==> src/rtl/core/prp_pkg.sv <==
`default_nettype none
// ----------------------------------------------------------------------------
// prp_pkg
// Shared types and codes of the plugin record parser: transaction structs,
// result kind codes, configuration register indexes and queue sizing.
// ----------------------------------------------------------------------------
package prp_pkg;

	localparam int unsigned QUEUE_DEPTH = 4;
	localparam int unsigned QUEUE_PTR_W = $clog2(QUEUE_DEPTH);
	localparam int unsigned QUEUE_CNT_W = $clog2(QUEUE_DEPTH + 1);

	localparam int unsigned CFG_INDEX_W = 8;

	localparam logic [CFG_INDEX_W-1:0] REG_MIN_VERSION = CFG_INDEX_W'(0);
	localparam logic [CFG_INDEX_W-1:0] REG_MAX_VERSION = CFG_INDEX_W'(1);

	localparam logic [7:0] MIN_VERSION_RESET = 8'd1;
	localparam logic [7:0] MAX_VERSION_RESET = 8'd2;

	localparam logic [7:0] CR_CODE = 8'h0D;

	localparam logic [2:0] KIND_HEADER  = 3'd0;
	localparam logic [2:0] KIND_XBYTE   = 3'd1;
	localparam logic [2:0] KIND_XEND    = 3'd2;
	localparam logic [2:0] KIND_MBYTE   = 3'd3;
	localparam logic [2:0] KIND_MEND    = 3'd4;
	localparam logic [2:0] KIND_BADVER  = 3'd5;
	localparam logic [2:0] KIND_BAD     = 3'd6;
	localparam logic [2:0] KIND_DONE    = 3'd7;

	typedef struct packed {
		logic [7:0] data_byte;
		logic       last_byte;
	} item_t;

	typedef struct packed {
		logic [2:0]  kind;
		logic [7:0]  version;
		logic [15:0] flags;
		logic [31:0] main_uid;
		logic [31:0] sub_uid;
		logic [7:0]  entry_byte;
		logic [7:0]  entry_index;
		logic        record_end;
	} result_t;

endpackage : prp_pkg
`default_nettype wire

==> src/rtl/core/prp_front.sv <==
`default_nettype none
// ----------------------------------------------------------------------------
// prp_front
// Byte classifier: walks the record layout one byte per accepted transaction
// and produces at most one result for the queue.
// ----------------------------------------------------------------------------
module prp_front (
	input  wire logic             clk,
	input  wire logic             arst_n,
	input  wire logic             step,
	input  wire prp_pkg::item_t   item,
	input  wire logic [7:0]       min_version,
	input  wire logic [7:0]       max_version,
	output logic                  res_valid,
	output prp_pkg::result_t      res
);
	import prp_pkg::*;

	typedef enum logic [2:0] {
		PH_VER,
		PH_HDR,
		PH_XCNT,
		PH_XENT,
		PH_MCNT,
		PH_MENT,
		PH_SKIP
	} phase_t;

	phase_t      phase_q, phase_d;
	logic [3:0]  pos_q, pos_d;
	logic [7:0]  ver_q, ver_d;
	logic [15:0] flags_q, flags_d;
	logic [31:0] main_q, main_d;
	logic [31:0] sub_q, sub_d;
	logic [7:0]  left_q, left_d;
	logic [7:0]  cnt_q, cnt_d;
	logic        started_q, started_d;

	logic [7:0]  b;
	logic        last;
	logic        emit;
	logic [2:0]  kind;
	logic [7:0]  eb;
	logic [7:0]  idx;
	logic        mime;
	logic [7:0]  left_dec;

	assign b        = item.data_byte;
	assign last     = item.last_byte;
	assign left_dec = left_q - 8'd1;

	always_comb begin
		phase_d   = phase_q;
		pos_d     = pos_q;
		ver_d     = ver_q;
		flags_d   = flags_q;
		main_d    = main_q;
		sub_d     = sub_q;
		left_d    = left_q;
		cnt_d     = cnt_q;
		started_d = started_q;
		emit      = 1'b0;
		kind      = KIND_HEADER;
		eb        = 8'd0;
		idx       = 8'd0;
		mime      = (phase_q == PH_MCNT) || (phase_q == PH_MENT);
		unique case (phase_q)
			PH_VER: begin
				ver_d = b;
				if ((b < min_version) || (b > max_version)) begin
					emit    = 1'b1;
					kind    = KIND_BADVER;
					phase_d = PH_SKIP;
				end else if (last) begin
					emit = 1'b1;
					kind = KIND_BAD;
				end else begin
					phase_d = PH_HDR;
					pos_d   = 4'd1;
				end
			end
			PH_HDR: begin
				if (pos_q <= 4'd2) begin
					flags_d = {flags_q[7:0], b};
				end else if (pos_q <= 4'd6) begin
					main_d = {main_q[23:0], b};
				end else begin
					sub_d = {sub_q[23:0], b};
				end
				if (pos_q == 4'd10) begin
					emit    = 1'b1;
					kind    = KIND_HEADER;
					phase_d = PH_XCNT;
				end else if (last) begin
					emit = 1'b1;
					kind = (pos_q == 4'd6) ? KIND_HEADER : KIND_BAD;
				end else begin
					pos_d = pos_q + 4'd1;
				end
			end
			PH_XCNT, PH_MCNT: begin
				left_d    = b;
				cnt_d     = 8'd0;
				started_d = 1'b0;
				if (mime && (b == 8'd0)) begin
					emit    = 1'b1;
					kind    = KIND_DONE;
					phase_d = PH_SKIP;
				end else if (last) begin
					emit = 1'b1;
					kind = KIND_BAD;
				end else if (b == 8'd0) begin
					phase_d = PH_MCNT;
				end else begin
					phase_d = mime ? PH_MENT : PH_XENT;
				end
			end
			PH_XENT, PH_MENT: begin
				if (b == CR_CODE) begin
					if (!started_q) begin
						// empty entry: flag it and drop the rest of the record
						emit    = 1'b1;
						kind    = KIND_BAD;
						phase_d = PH_SKIP;
					end else begin
						started_d = 1'b0;
						left_d    = left_dec;
						cnt_d     = cnt_q + 8'd1;
						emit      = 1'b1;
						if (left_dec == 8'd0) begin
							if (mime) begin
								kind    = KIND_MEND;
								idx     = cnt_q;
								phase_d = PH_SKIP;
							end else if (last) begin
								kind = KIND_BAD;
							end else begin
								kind    = KIND_XEND;
								idx     = cnt_q;
								phase_d = PH_MCNT;
							end
						end else if (last) begin
							kind = KIND_BAD;
						end else begin
							kind = mime ? KIND_MEND : KIND_XEND;
							idx  = cnt_q;
						end
					end
				end else if (last) begin
					emit = 1'b1;
					kind = KIND_BAD;
				end else begin
					started_d = 1'b1;
					emit      = 1'b1;
					kind      = mime ? KIND_MBYTE : KIND_XBYTE;
					eb        = b;
					idx       = cnt_q;
				end
			end
			PH_SKIP: begin
			end
			default: begin
			end
		endcase
	end

	assign res_valid       = step && emit;
	assign res.kind        = kind;
	assign res.version     = ver_d;
	assign res.flags       = flags_d;
	assign res.main_uid    = main_d;
	assign res.sub_uid     = sub_d;
	assign res.entry_byte  = eb;
	assign res.entry_index = idx;
	assign res.record_end  = last;

	always_ff @(posedge clk or negedge arst_n) begin
		if (!arst_n) begin
			phase_q   <= PH_VER;
			pos_q     <= 4'd0;
			ver_q     <= 8'd0;
			flags_q   <= 16'd0;
			main_q    <= 32'd0;
			sub_q     <= 32'd0;
			left_q    <= 8'd0;
			cnt_q     <= 8'd0;
			started_q <= 1'b0;
		end else if (step) begin
			if (last) begin
				phase_q   <= PH_VER;
				pos_q     <= 4'd0;
				ver_q     <= 8'd0;
				flags_q   <= 16'd0;
				main_q    <= 32'd0;
				sub_q     <= 32'd0;
				left_q    <= 8'd0;
				cnt_q     <= 8'd0;
				started_q <= 1'b0;
			end else begin
				phase_q   <= phase_d;
				pos_q     <= pos_d;
				ver_q     <= ver_d;
				flags_q   <= flags_d;
				main_q    <= main_d;
				sub_q     <= sub_d;
				left_q    <= left_d;
				cnt_q     <= cnt_d;
				started_q <= started_d;
			end
		end
	end

endmodule : prp_front
`default_nettype wire

==> src/rtl/core/prp_queue.sv <==
`default_nettype none
// ----------------------------------------------------------------------------
// prp_queue
// Result queue between the classifier and the consumer; presents the oldest
// result and lets either side stall on its own.
// ----------------------------------------------------------------------------
module prp_queue (
	input  wire logic             clk,
	input  wire logic             arst_n,
	input  wire logic             wr_en,
	input  wire prp_pkg::result_t wr_data,
	input  wire logic             rd_en,
	output prp_pkg::result_t      rd_data,
	output logic                  full,
	output logic                  empty
);
	import prp_pkg::*;

	result_t                 mem_q [QUEUE_DEPTH];
	logic [QUEUE_PTR_W-1:0]  wptr_q;
	logic [QUEUE_PTR_W-1:0]  rptr_q;
	logic [QUEUE_CNT_W-1:0]  count_q;
	logic                    do_wr;
	logic                    do_rd;

	assign full    = (count_q == QUEUE_CNT_W'(QUEUE_DEPTH));
	assign empty   = (count_q == '0);
	assign do_wr   = wr_en && !full;
	assign do_rd   = rd_en && !empty;
	assign rd_data = mem_q[rptr_q];

	always_ff @(posedge clk) begin
		if (do_wr) begin
			mem_q[wptr_q] <= wr_data;
		end
	end

	always_ff @(posedge clk or negedge arst_n) begin
		if (!arst_n) begin
			wptr_q  <= '0;
			rptr_q  <= '0;
			count_q <= '0;
		end else begin
			if (do_wr) begin
				wptr_q <= wptr_q + QUEUE_PTR_W'(1);
			end
			if (do_rd) begin
				rptr_q <= rptr_q + QUEUE_PTR_W'(1);
			end
			if (do_wr && !do_rd) begin
				count_q <= count_q + QUEUE_CNT_W'(1);
			end else if (do_rd && !do_wr) begin
				count_q <= count_q - QUEUE_CNT_W'(1);
			end
		end
	end

endmodule : prp_queue
`default_nettype wire

==> src/rtl/core/plugin_record_parser.sv <==
`default_nettype none
// ----------------------------------------------------------------------------
// plugin_record_parser
// Parses plugin descriptor records byte by byte into header, extension, MIME
// and status results.
// ----------------------------------------------------------------------------
// Result path: a result is written into the result queue when its byte is taken and
// shows on the result side once the results ahead of it are popped. Throughput: one
// byte per cycle, set by the combinational classifier step; the four-entry result
// queue only throttles input when the consumer stops popping. Reset: arst_n clears
// the parse state and the queue at once and restores the version range to 1..2.
// ----------------------------------------------------------------------------
module plugin_record_parser (
	input  wire logic                            clk,
	input  wire logic                            arst_n,
	// input side
	input  wire logic                            push,
	output logic                                 full,
	input  wire prp_pkg::item_t                  item,
	// result side
	output logic                                 empty,
	input  wire logic                            pop,
	output prp_pkg::result_t                     result,
	// configuration write channel
	input  wire logic                            cfg_valid,
	output logic                                 cfg_ready,
	input  wire logic [prp_pkg::CFG_INDEX_W-1:0] cfg_index,
	input  wire logic [7:0]                      cfg_data
);
	import prp_pkg::*;

	logic [7:0] min_ver_q;
	logic [7:0] max_ver_q;
	logic       step;
	logic       res_valid;
	result_t    res;

	// Configuration writes are always taken; unknown indexes drop silently.
	assign cfg_ready = 1'b1;

	always_ff @(posedge clk or negedge arst_n) begin
		if (!arst_n) begin
			min_ver_q <= MIN_VERSION_RESET;
			max_ver_q <= MAX_VERSION_RESET;
		end else if (cfg_valid && cfg_ready) begin
			unique case (cfg_index)
				REG_MIN_VERSION: min_ver_q <= cfg_data;
				REG_MAX_VERSION: max_ver_q <= cfg_data;
				default: begin
				end
			endcase
		end
	end

	// A byte is taken whenever the queue has room, even if it yields no result,
	// so the classifier keeps pace with the input at one transaction a cycle.
	assign step = push && !full;

	prp_front u_front (
		.clk         (clk),
		.arst_n      (arst_n),
		.step        (step),
		.item        (item),
		.min_version (min_ver_q),
		.max_version (max_ver_q),
		.res_valid   (res_valid),
		.res         (res)
	);

	// Hold finished results here until the consumer pops them.
	prp_queue u_queue (
		.clk     (clk),
		.arst_n  (arst_n),
		.wr_en   (res_valid),
		.wr_data (res),
		.rd_en   (pop),
		.rd_data (result),
		.full    (full),
		.empty   (empty)
	);

endmodule : plugin_record_parser
`default_nettype wire

==> config.mk <==
export PLATFORM = sky130hd
export DESIGN_NAME = plugin_record_parser
export DESIGN_NICKNAME = d
export VERILOG_FILES = /design/src/rtl/core/prp_pkg.sv /design/src/rtl/core/prp_front.sv /design/src/rtl/core/prp_queue.sv /design/src/rtl/core/plugin_record_parser.sv
export SDC_FILE = /design/constraint.sdc
export NUM_CORES = 1
export LEC_CHECK = 0
export BUFFER_PORTS_ARGS = -buffer_cell sky130_fd_sc_hd__buf_4
export CORE_AREA = 2 2 209 211
export CTS_CLUSTER_SIZE = 8
export DETAILED_ROUTE_END_ITERATION = 6
export DIE_AREA = 0 0 211 213
export HOLD_SLACK_MARGIN = 0.05
export MAX_ROUTING_LAYER = met4
export PLACE_DENSITY = 0.73
export SLEW_MARGIN = 0
export SYNTH_ARGS = -nofsm -noshare
export SYNTH_HDL_FRONTEND = slang
export SYNTH_SLANG_ARGS = --single-unit
export TNS_END_PERCENT = 1
==> constraint.sdc <==
create_clock -name clk -period 12.4 [get_ports clk]
set_input_delay 2.48 -clock clk [delete_from_list [all_inputs] [get_ports clk]]
set_output_delay 2.48 -clock clk [all_outputs]
set_load 0.02 [all_outputs]
== Word level (Yosys, flattened, before mapping) ==
Memory sizes are Yosys's and may differ from the RTL's.
Index checks and enable logic that the tools add are counted.

* Flip-flop bits (word level): 135
* Bits in writable memories: 432
* Input port bits: 30
* Output and inout bits: 111
* Logic and storage cells: 145
* Memories kept: 1

{| class="wikitable"
|+ Memory list
! memory !! words !! width !! read ports !! clocked after memory_dff !! write ports !! line !! source
|-
| u_queue.mem_q || 4 || 108 || 1 || 0 || 1 || prp_queue.sv:19 || <nowiki>result_t mem_q [QUEUE_DEPTH];</nowiki>
|}

* Add/sub/neg operators: 7
* Order comparisons: 4
* Equality and inequality tests: 16
* Muxes and demuxes: 73
* Reduce and logical (&&, ||, !) cells: 30

{| class="wikitable"
|+ Operators by type and width
! operator !! count
|-
| two-way mux 32 bit || 8
|-
| two-way mux 8 bit || 17
|-
| two-way mux 3 bit || 25
|-
| two-way mux 16 bit || 3
|-
| one-hot mux 8 bit (2 select lines) || 2
|-
| logical NOT 8 bit || 3
|-
| one-hot mux 3 bit (4 select lines) || 2
|-
| two-way mux 4 bit || 3
|-
| == test 3 bit, second input constant || 3
|-
| inequality test 3 x 2 -> 1 bit, second input constant || 3
|-
| adder 8 x 1 -> 8 bit, second input constant || 1
|-
| == test 8 x 1 -> 1 bit, second input constant || 1
|-
| == test 8 x 4 -> 1 bit, second input constant || 1
|-
| greater-than comparator 8 bit || 1
|-
| less-than comparator 8 bit || 1
|-
| two-way mux 1 bit || 8
|-
| one-hot mux 4 bit (2 select lines) || 1
|-
| AND reduction 4 bit || 2
|-
| subtractor 8 x 1 -> 8 bit, second input constant || 1
|-
| logical AND 1 bit || 7
|-
| == test 3 x 2 -> 1 bit, second input constant || 2
|-
| logical NOT 3 bit || 2
|-
| inequality test 3 bit, second input constant || 2
|-
| AND reduction 2 bit || 3
|-
| other kinds (20) || 28
|}

== Longest topological paths before layout ==
* Word-level depth: 11
* Mapped depth: 14
* Depth with buffers taken out: 13

== By module ==
Synthesis repeated with hierarchy kept, for this count alone.

* Cells, all modules: 1366
* Area total of the unflattened synthesis: 23920.4 µm²

{| class="wikitable"
|+ Modules (own cells, without submodules)
! module !! times used !! cells each !! area each (µm²) !! sequential area each (µm²)
|-
| prp_queue || 1 || 600 || 16014.1 || 13147.6
|-
| prp_front || 1 || 725 || 7226.9 || 2802.7
|-
| plugin_record_parser || 1 || 41 || 679.4 || 402.9
|}

== Least setup slack after synthesis ==
OpenSTA, ideal clock, no wires.

* Path type: input-to-reg
* Start: input port item[6] (netlist name)
* End: memory u_queue.mem_q[0][0] (netlist name), enable pin
* Setup time: 479 ps
* Data arrival time: 6870 ps
* Required time: 11921 ps
* Slack: 5051 ps
* Stages on the path: 8
* Buffers on the path: 1
* Cell sequence: clkbuf_1 > or4_1 > nor3_1 > ha_1 > nor2_1 > a211o_1 > a31oi_1 > and2_1

* Longest elaborated chain between the ends: 8
* Elaborated cells on any way between the ends: 12
* Those cells by class: order compare: 2; mux: 5; reduce/logical: 5

{| class="wikitable"
|+ RTL lines
! item !! line !! source
|-
| start, declared || plugin_record_parser.sv:19 || <nowiki>input wire prp_pkg::item_t item,</nowiki>
|-
| less-than comparator 8 bit, or another cell as far along || prp_front.sv:70 || <nowiki>if ((b < min_version) || (b > max_version)) begin</nowiki>
|-
| logical OR 1 bit or logical AND 1 bit (tied branches) || prp_front.sv:70, prp_front.sv:105 ||
|-
| two-way mux 1 bit (on tied branches) || prp_front.sv:70, prp_front.sv:105 ||
|-
| one-hot mux 1 bit (4 select lines) * || prp_front.sv:67 || <nowiki>unique case (phase_q)</nowiki>
|-
| logical AND 1 bit * || prp_front.sv:167 || <nowiki>assign res_valid = step && emit;</nowiki>
|-
| logical AND 1 bit * || prp_queue.sv:28 || <nowiki>assign do_wr = wr_en && !full;</nowiki>
|-
| named net u_queue.do_wr || prp_queue.sv:23 || <nowiki>logic do_wr;</nowiki>
|-
| two-way mux 1 bit * || prp_queue.sv:33 || <nowiki>if (do_wr) begin</nowiki>
|-
| two-way mux 1 bit (implied by the code) * || prp_queue.sv:34 || <nowiki>mem_q[wptr_q] <= wr_data;</nowiki>
|-
| end, declared || prp_queue.sv:19 ||
|}

Mark *: on every way through the listed nets, which the timed path passes. The rest lies on a longest branch.

== Final worst setup path ==
* Start: input port item[6] (netlist name)
* End: memory u_queue.mem_q[2][37] (netlist name), enable pin

The elaborated chain is that of the path after synthesis.

==> impl_metrics.json <==
{
  "detailedRoute.firstPassIterationCount": 6,
  "cap_violations": 0,
  "layout_common_cells": "432 x edfxtp_1, 153 x buf_4, 131 x dfrtp_1",
  "swShare_pct": 31.8,
  "die_h_um": 213,
  "grt_start_max_net_pins": 70,
  "muxShareOfSynthArea_pct": 15.4,
  "die_w_um": 211,
  "setup_slack_ns": 6.29,
  "min_period_ns": 6.11,
  "synth_area_mm2": 0.0232,
  "num_rows": 76,
  "final_nets": 1509,
  "numCtsBuffers": 80,
  "cts_max_path_buffers": 3,
  "io_pins": 141,
  "ant_nets": 0,
  "finalHoldViolations": 0,
  "setup.worst_path.start_class": "input pin",
  "tns_ns": 0,
  "ys_ff_latch": 567,
  "wire_per_inst_um": 24.1,
  "viasPerCell": 6.13,
  "min_period_over_period_pct": 49.3,
  "finalSetupViolCount": 0,
  "power_uw": 6770,
  "post_cts_buffers": 0,
  "peakVddDrop_mv": 0.198,
  "grt_setup_unrepaired": "no",
  "syn-instance-count": 1291,
  "p_int_uw": 4620,
  "n_antenna_cell": 0,
  "via_count": 12600,
  "cp.arrival_ns": 6.32,
  "clkTransAtPathRegs_ns": 0.05,
  "instances_no_fill": 2061,
  "power.net_switching_uw": 2150,
  "dr.first_iter.drc_count": 1139,
  "antenna_found_initial": 0,
  "hold_buffers": 0,
  "critical_path.slowest_cell": "buf_4",
  "pwr_density_cell_mw_per_mm2": 250,
  "synth-adder-area-share_pct": 1.54,
  "routabilityCongestion": 0.887,
  "max_stage_delay_ns": 0.83,
  "start_util_pct": 54.4,
  "reg2reg_depth": 8,
  "path_cells": "buf_4 > or4_1 > nor3_1 > ha_1 > nor2_1 > a21oi_1 > o211ai_1 > a31oi_1 > and2_4 > buf_4",
  "yosysSeqAreaShare_pct": 70.4,
  "syn_avg_cell_area_um2": 18.0,
  "outcome": "finished, final reports clean",
  "place_area_mm2": 0.0248,
  "min_path_type": "register to register",
  "fmax_ghz": 0.164,
  "endpoint_kind": "register",
  "synthArstFlopShare_pct": 23.8,
  "clk_latency_ns": 0.60,
  "placedCellCount": 1915,
  "crit_type": "input pin to register",
  "seq_power_share_pct": 40.4,
  "tightest_slew_ns": 1.21,
  "layout_commonest_cell": "edfxtp_1",
  "min_delay_path_depth": 1,
  "critical_path_required_ns": 12.61,
  "synth-warning-count": 0,
  "stdcell_area_mm2": 0.0271,
  "path_max_fanout": 57,
  "post_cts_resized": 0,
  "r2r_end": "u_queue.mem_q[2][37]$_DFFE_PP_",
  "r2r_slack_ns": 8.13,
  "drive_gt1_share_pct": 30.6,
  "p_comb_share_pct": 30.2,
  "post-place-ws_ns": 5.65,
  "fin_skew_ns": 0.0281,
  "cts_tree": "done",
  "drt_wl_total_um": 49700,
  "die-area_mm2": 0.0449,
  "drv_slew": 0,
  "coreArea_mm2": 0.0427,
  "holdPathEnd": "u_front.sub_q[25]$_DFFE_PN0P_",
  "synth_top_family_by_area": "multiplexers",
  "min_from": "u_front.sub_q[25]$_DFFE_PN0P_",
  "grt_pass1_vias": 13400,
  "cts_max_level": 3,
  "synth_xor_area_share_pct": 0.377,
  "portBuffers": 139,
  "yosys.cell_types.count": 70,
  "synth-compound-area-share_pct": 6.35,
  "dpl.hpwl_um": 29500,
  "synth_flop_cell": "edfxtp_1",
  "drc_errors": 0,
  "cts_root_buf": "clkbuf_16",
  "grt-ovfl-total": 0,
  "syn2layout_area_growth_pct": 16.6,
  "yosys.area_share.simple_pct": 3.89,
  "cpMostUsedCell": "buf_4",
  "synth_edf_count": 432,
  "grtUsageTotal_pct": 23.5,
  "r2r_start": "u_front.phase_q[2]$_DFFE_PN0P_",
  "syn_nets": 1349,
  "clkPwrFrac_pct": 29.4,
  "slew_headroom_pct": 19.4,
  "cts.sinks": 567,
  "grt_pass1_wl_um": 77500,
  "p_leak_uw": 0.00997
}
-- synth_stat cells, types with 5 or more instances --
library cell	instances	share of area [%]
a211o_1	5	0.19
a22oi_1	16	0.52
nand2_1	48	0.78
nor4_1	5	0.13
inv_1	33	0.53
buf_2	16	0.34
o21ai_1	12	0.26
o31ai_1	7	0.23
and3_1	8	0.22
dfrtp_1	133	14
mux4_2	108	10
nor3_1	10	0.22
nor2b_1	6	0.16
a22o_1	73	2.8
a21oi_1	20	0.43
mux2_2	86	4.2
clkbuf_1	40	0.65
buf_1	15	0.24
o21ai_0	38	0.82
ha_1	27	1.5
edfxtp_1	432	56
and2_1	20	0.54
nand4_1	7	0.19
nand3_1	9	0.19
xnor2_1	6	0.23
nor2_1	24	0.39
mux2_4	10	0.65
-- layer usage --
metal  vias to the layer above  share of wire (%)  wire [µm]  global-route usage [%]
li1                       5517                  -          -                       -
met1                      6587                 42      21000                    31.6
met2                       433                 50      24700                    37.2
met3                        90                5.9       2940                    4.49
met4                         0                2.2       1070                    7.16
met5                         -                  0          0                       -
-- sequential cells by signal (all words and copies together), names as in the netlist --
| register | count |
|---|---|
| u_queue.wptr_q | 2 |
| min_ver_q | 8 |
| u_front.pos_q | 4 |
| u_front.cnt_q | 8 |
| u_front.ver_q | 8 |
| u_queue.mem_q | 432 |
| u_front.phase_q | 3 |
| max_ver_q | 8 |
| u_front.flags_q | 16 |
| u_front.left_q | 8 |
| u_queue.count_q | 3 |
| u_queue.rptr_q | 2 |
| u_front.started_q | 1 |
| u_front.main_q | 32 |
| u_front.sub_q | 32 |
-- how the worst max path moves through the flow --
stage | end | slack [ns] | start | cells past startpoint
after global routing | u_queue.mem_q[3][28]$_DFFE_PP_ | 5.96 | item[6] | 10
after floorplan | u_queue.mem_q[0][0]$_DFFE_PP_ | 5.05 | item[6] | 8
after detailed placement | u_queue.mem_q[1][84]$_DFFE_PP_ | 5.65 | item[6] | 10
after CTS | u_queue.mem_q[1][86]$_DFFE_PP_ | 6.26 | item[6] | 10
final | u_queue.mem_q[2][37]$_DFFE_PP_ | 6.29 | item[6] | 10
after global placement | u_queue.mem_q[3][37]$_DFFE_PP_ | 5.74 | item[6] | 9
-- through the flow --
stage | utilization, % | hold slack [ns]
2_1_floorplan | - | 0.457
3_3_place_gp | 58.0 | 0.476
3_5_place_dp | 58.0 | 0.477
4_1_cts | 63.4 | 0.498
5_1_grt | 63.4 | 0.511
6_report | 63.4 | 0.496
-- kinds of logic (layout without fill, tap and decap cells) --
group,Yosys count,after routing
AO/OA/AOI/OAI,203,203
XOR/XNOR,10,10
adder cells (fa/ha/maj),28,28
buffers and inverters,109,333
flip-flops,567,567
multiplexers,207,207
other,1,1
AND/OR/NAND/NOR,166,166
-- layout make-up --
cell class / instances / area [µm²]
Sequential cell: 567 / 16400
Multi-Input combinational cell: 615 / 6430
Fill cell: 2898 / 15600
Clock inverter: 6 / 78.8
Tap cell: 546 / 683
Clock buffer: 140 / 2250
Timing Repair Buffer: 154 / 1160
Inverter: 33 / 124
-- power by group through the flow --
stage / sequential [µW] / clock, µW / combinational, µW
final: 2740 / 1990 / 2040
after global routing: 2770 / 2120 / 2190
after CTS: 2740 / 2030 / 2080
after detailed placement: 2770 / 0 / 2070
after global placement: 2750 / 0 / 2060
after floorplan: 2670 / 0 / 1400
-- critical path, delay by kind of cell --
family                     cells  cell delay (ns)
adders and majority gates      1             0.24
and+or+nand+nor                4             1.68
AOI/OAI and AO/OA              3             0.83
buffers and inverters          2             1.01
Power figures use the tool's default switching activity.
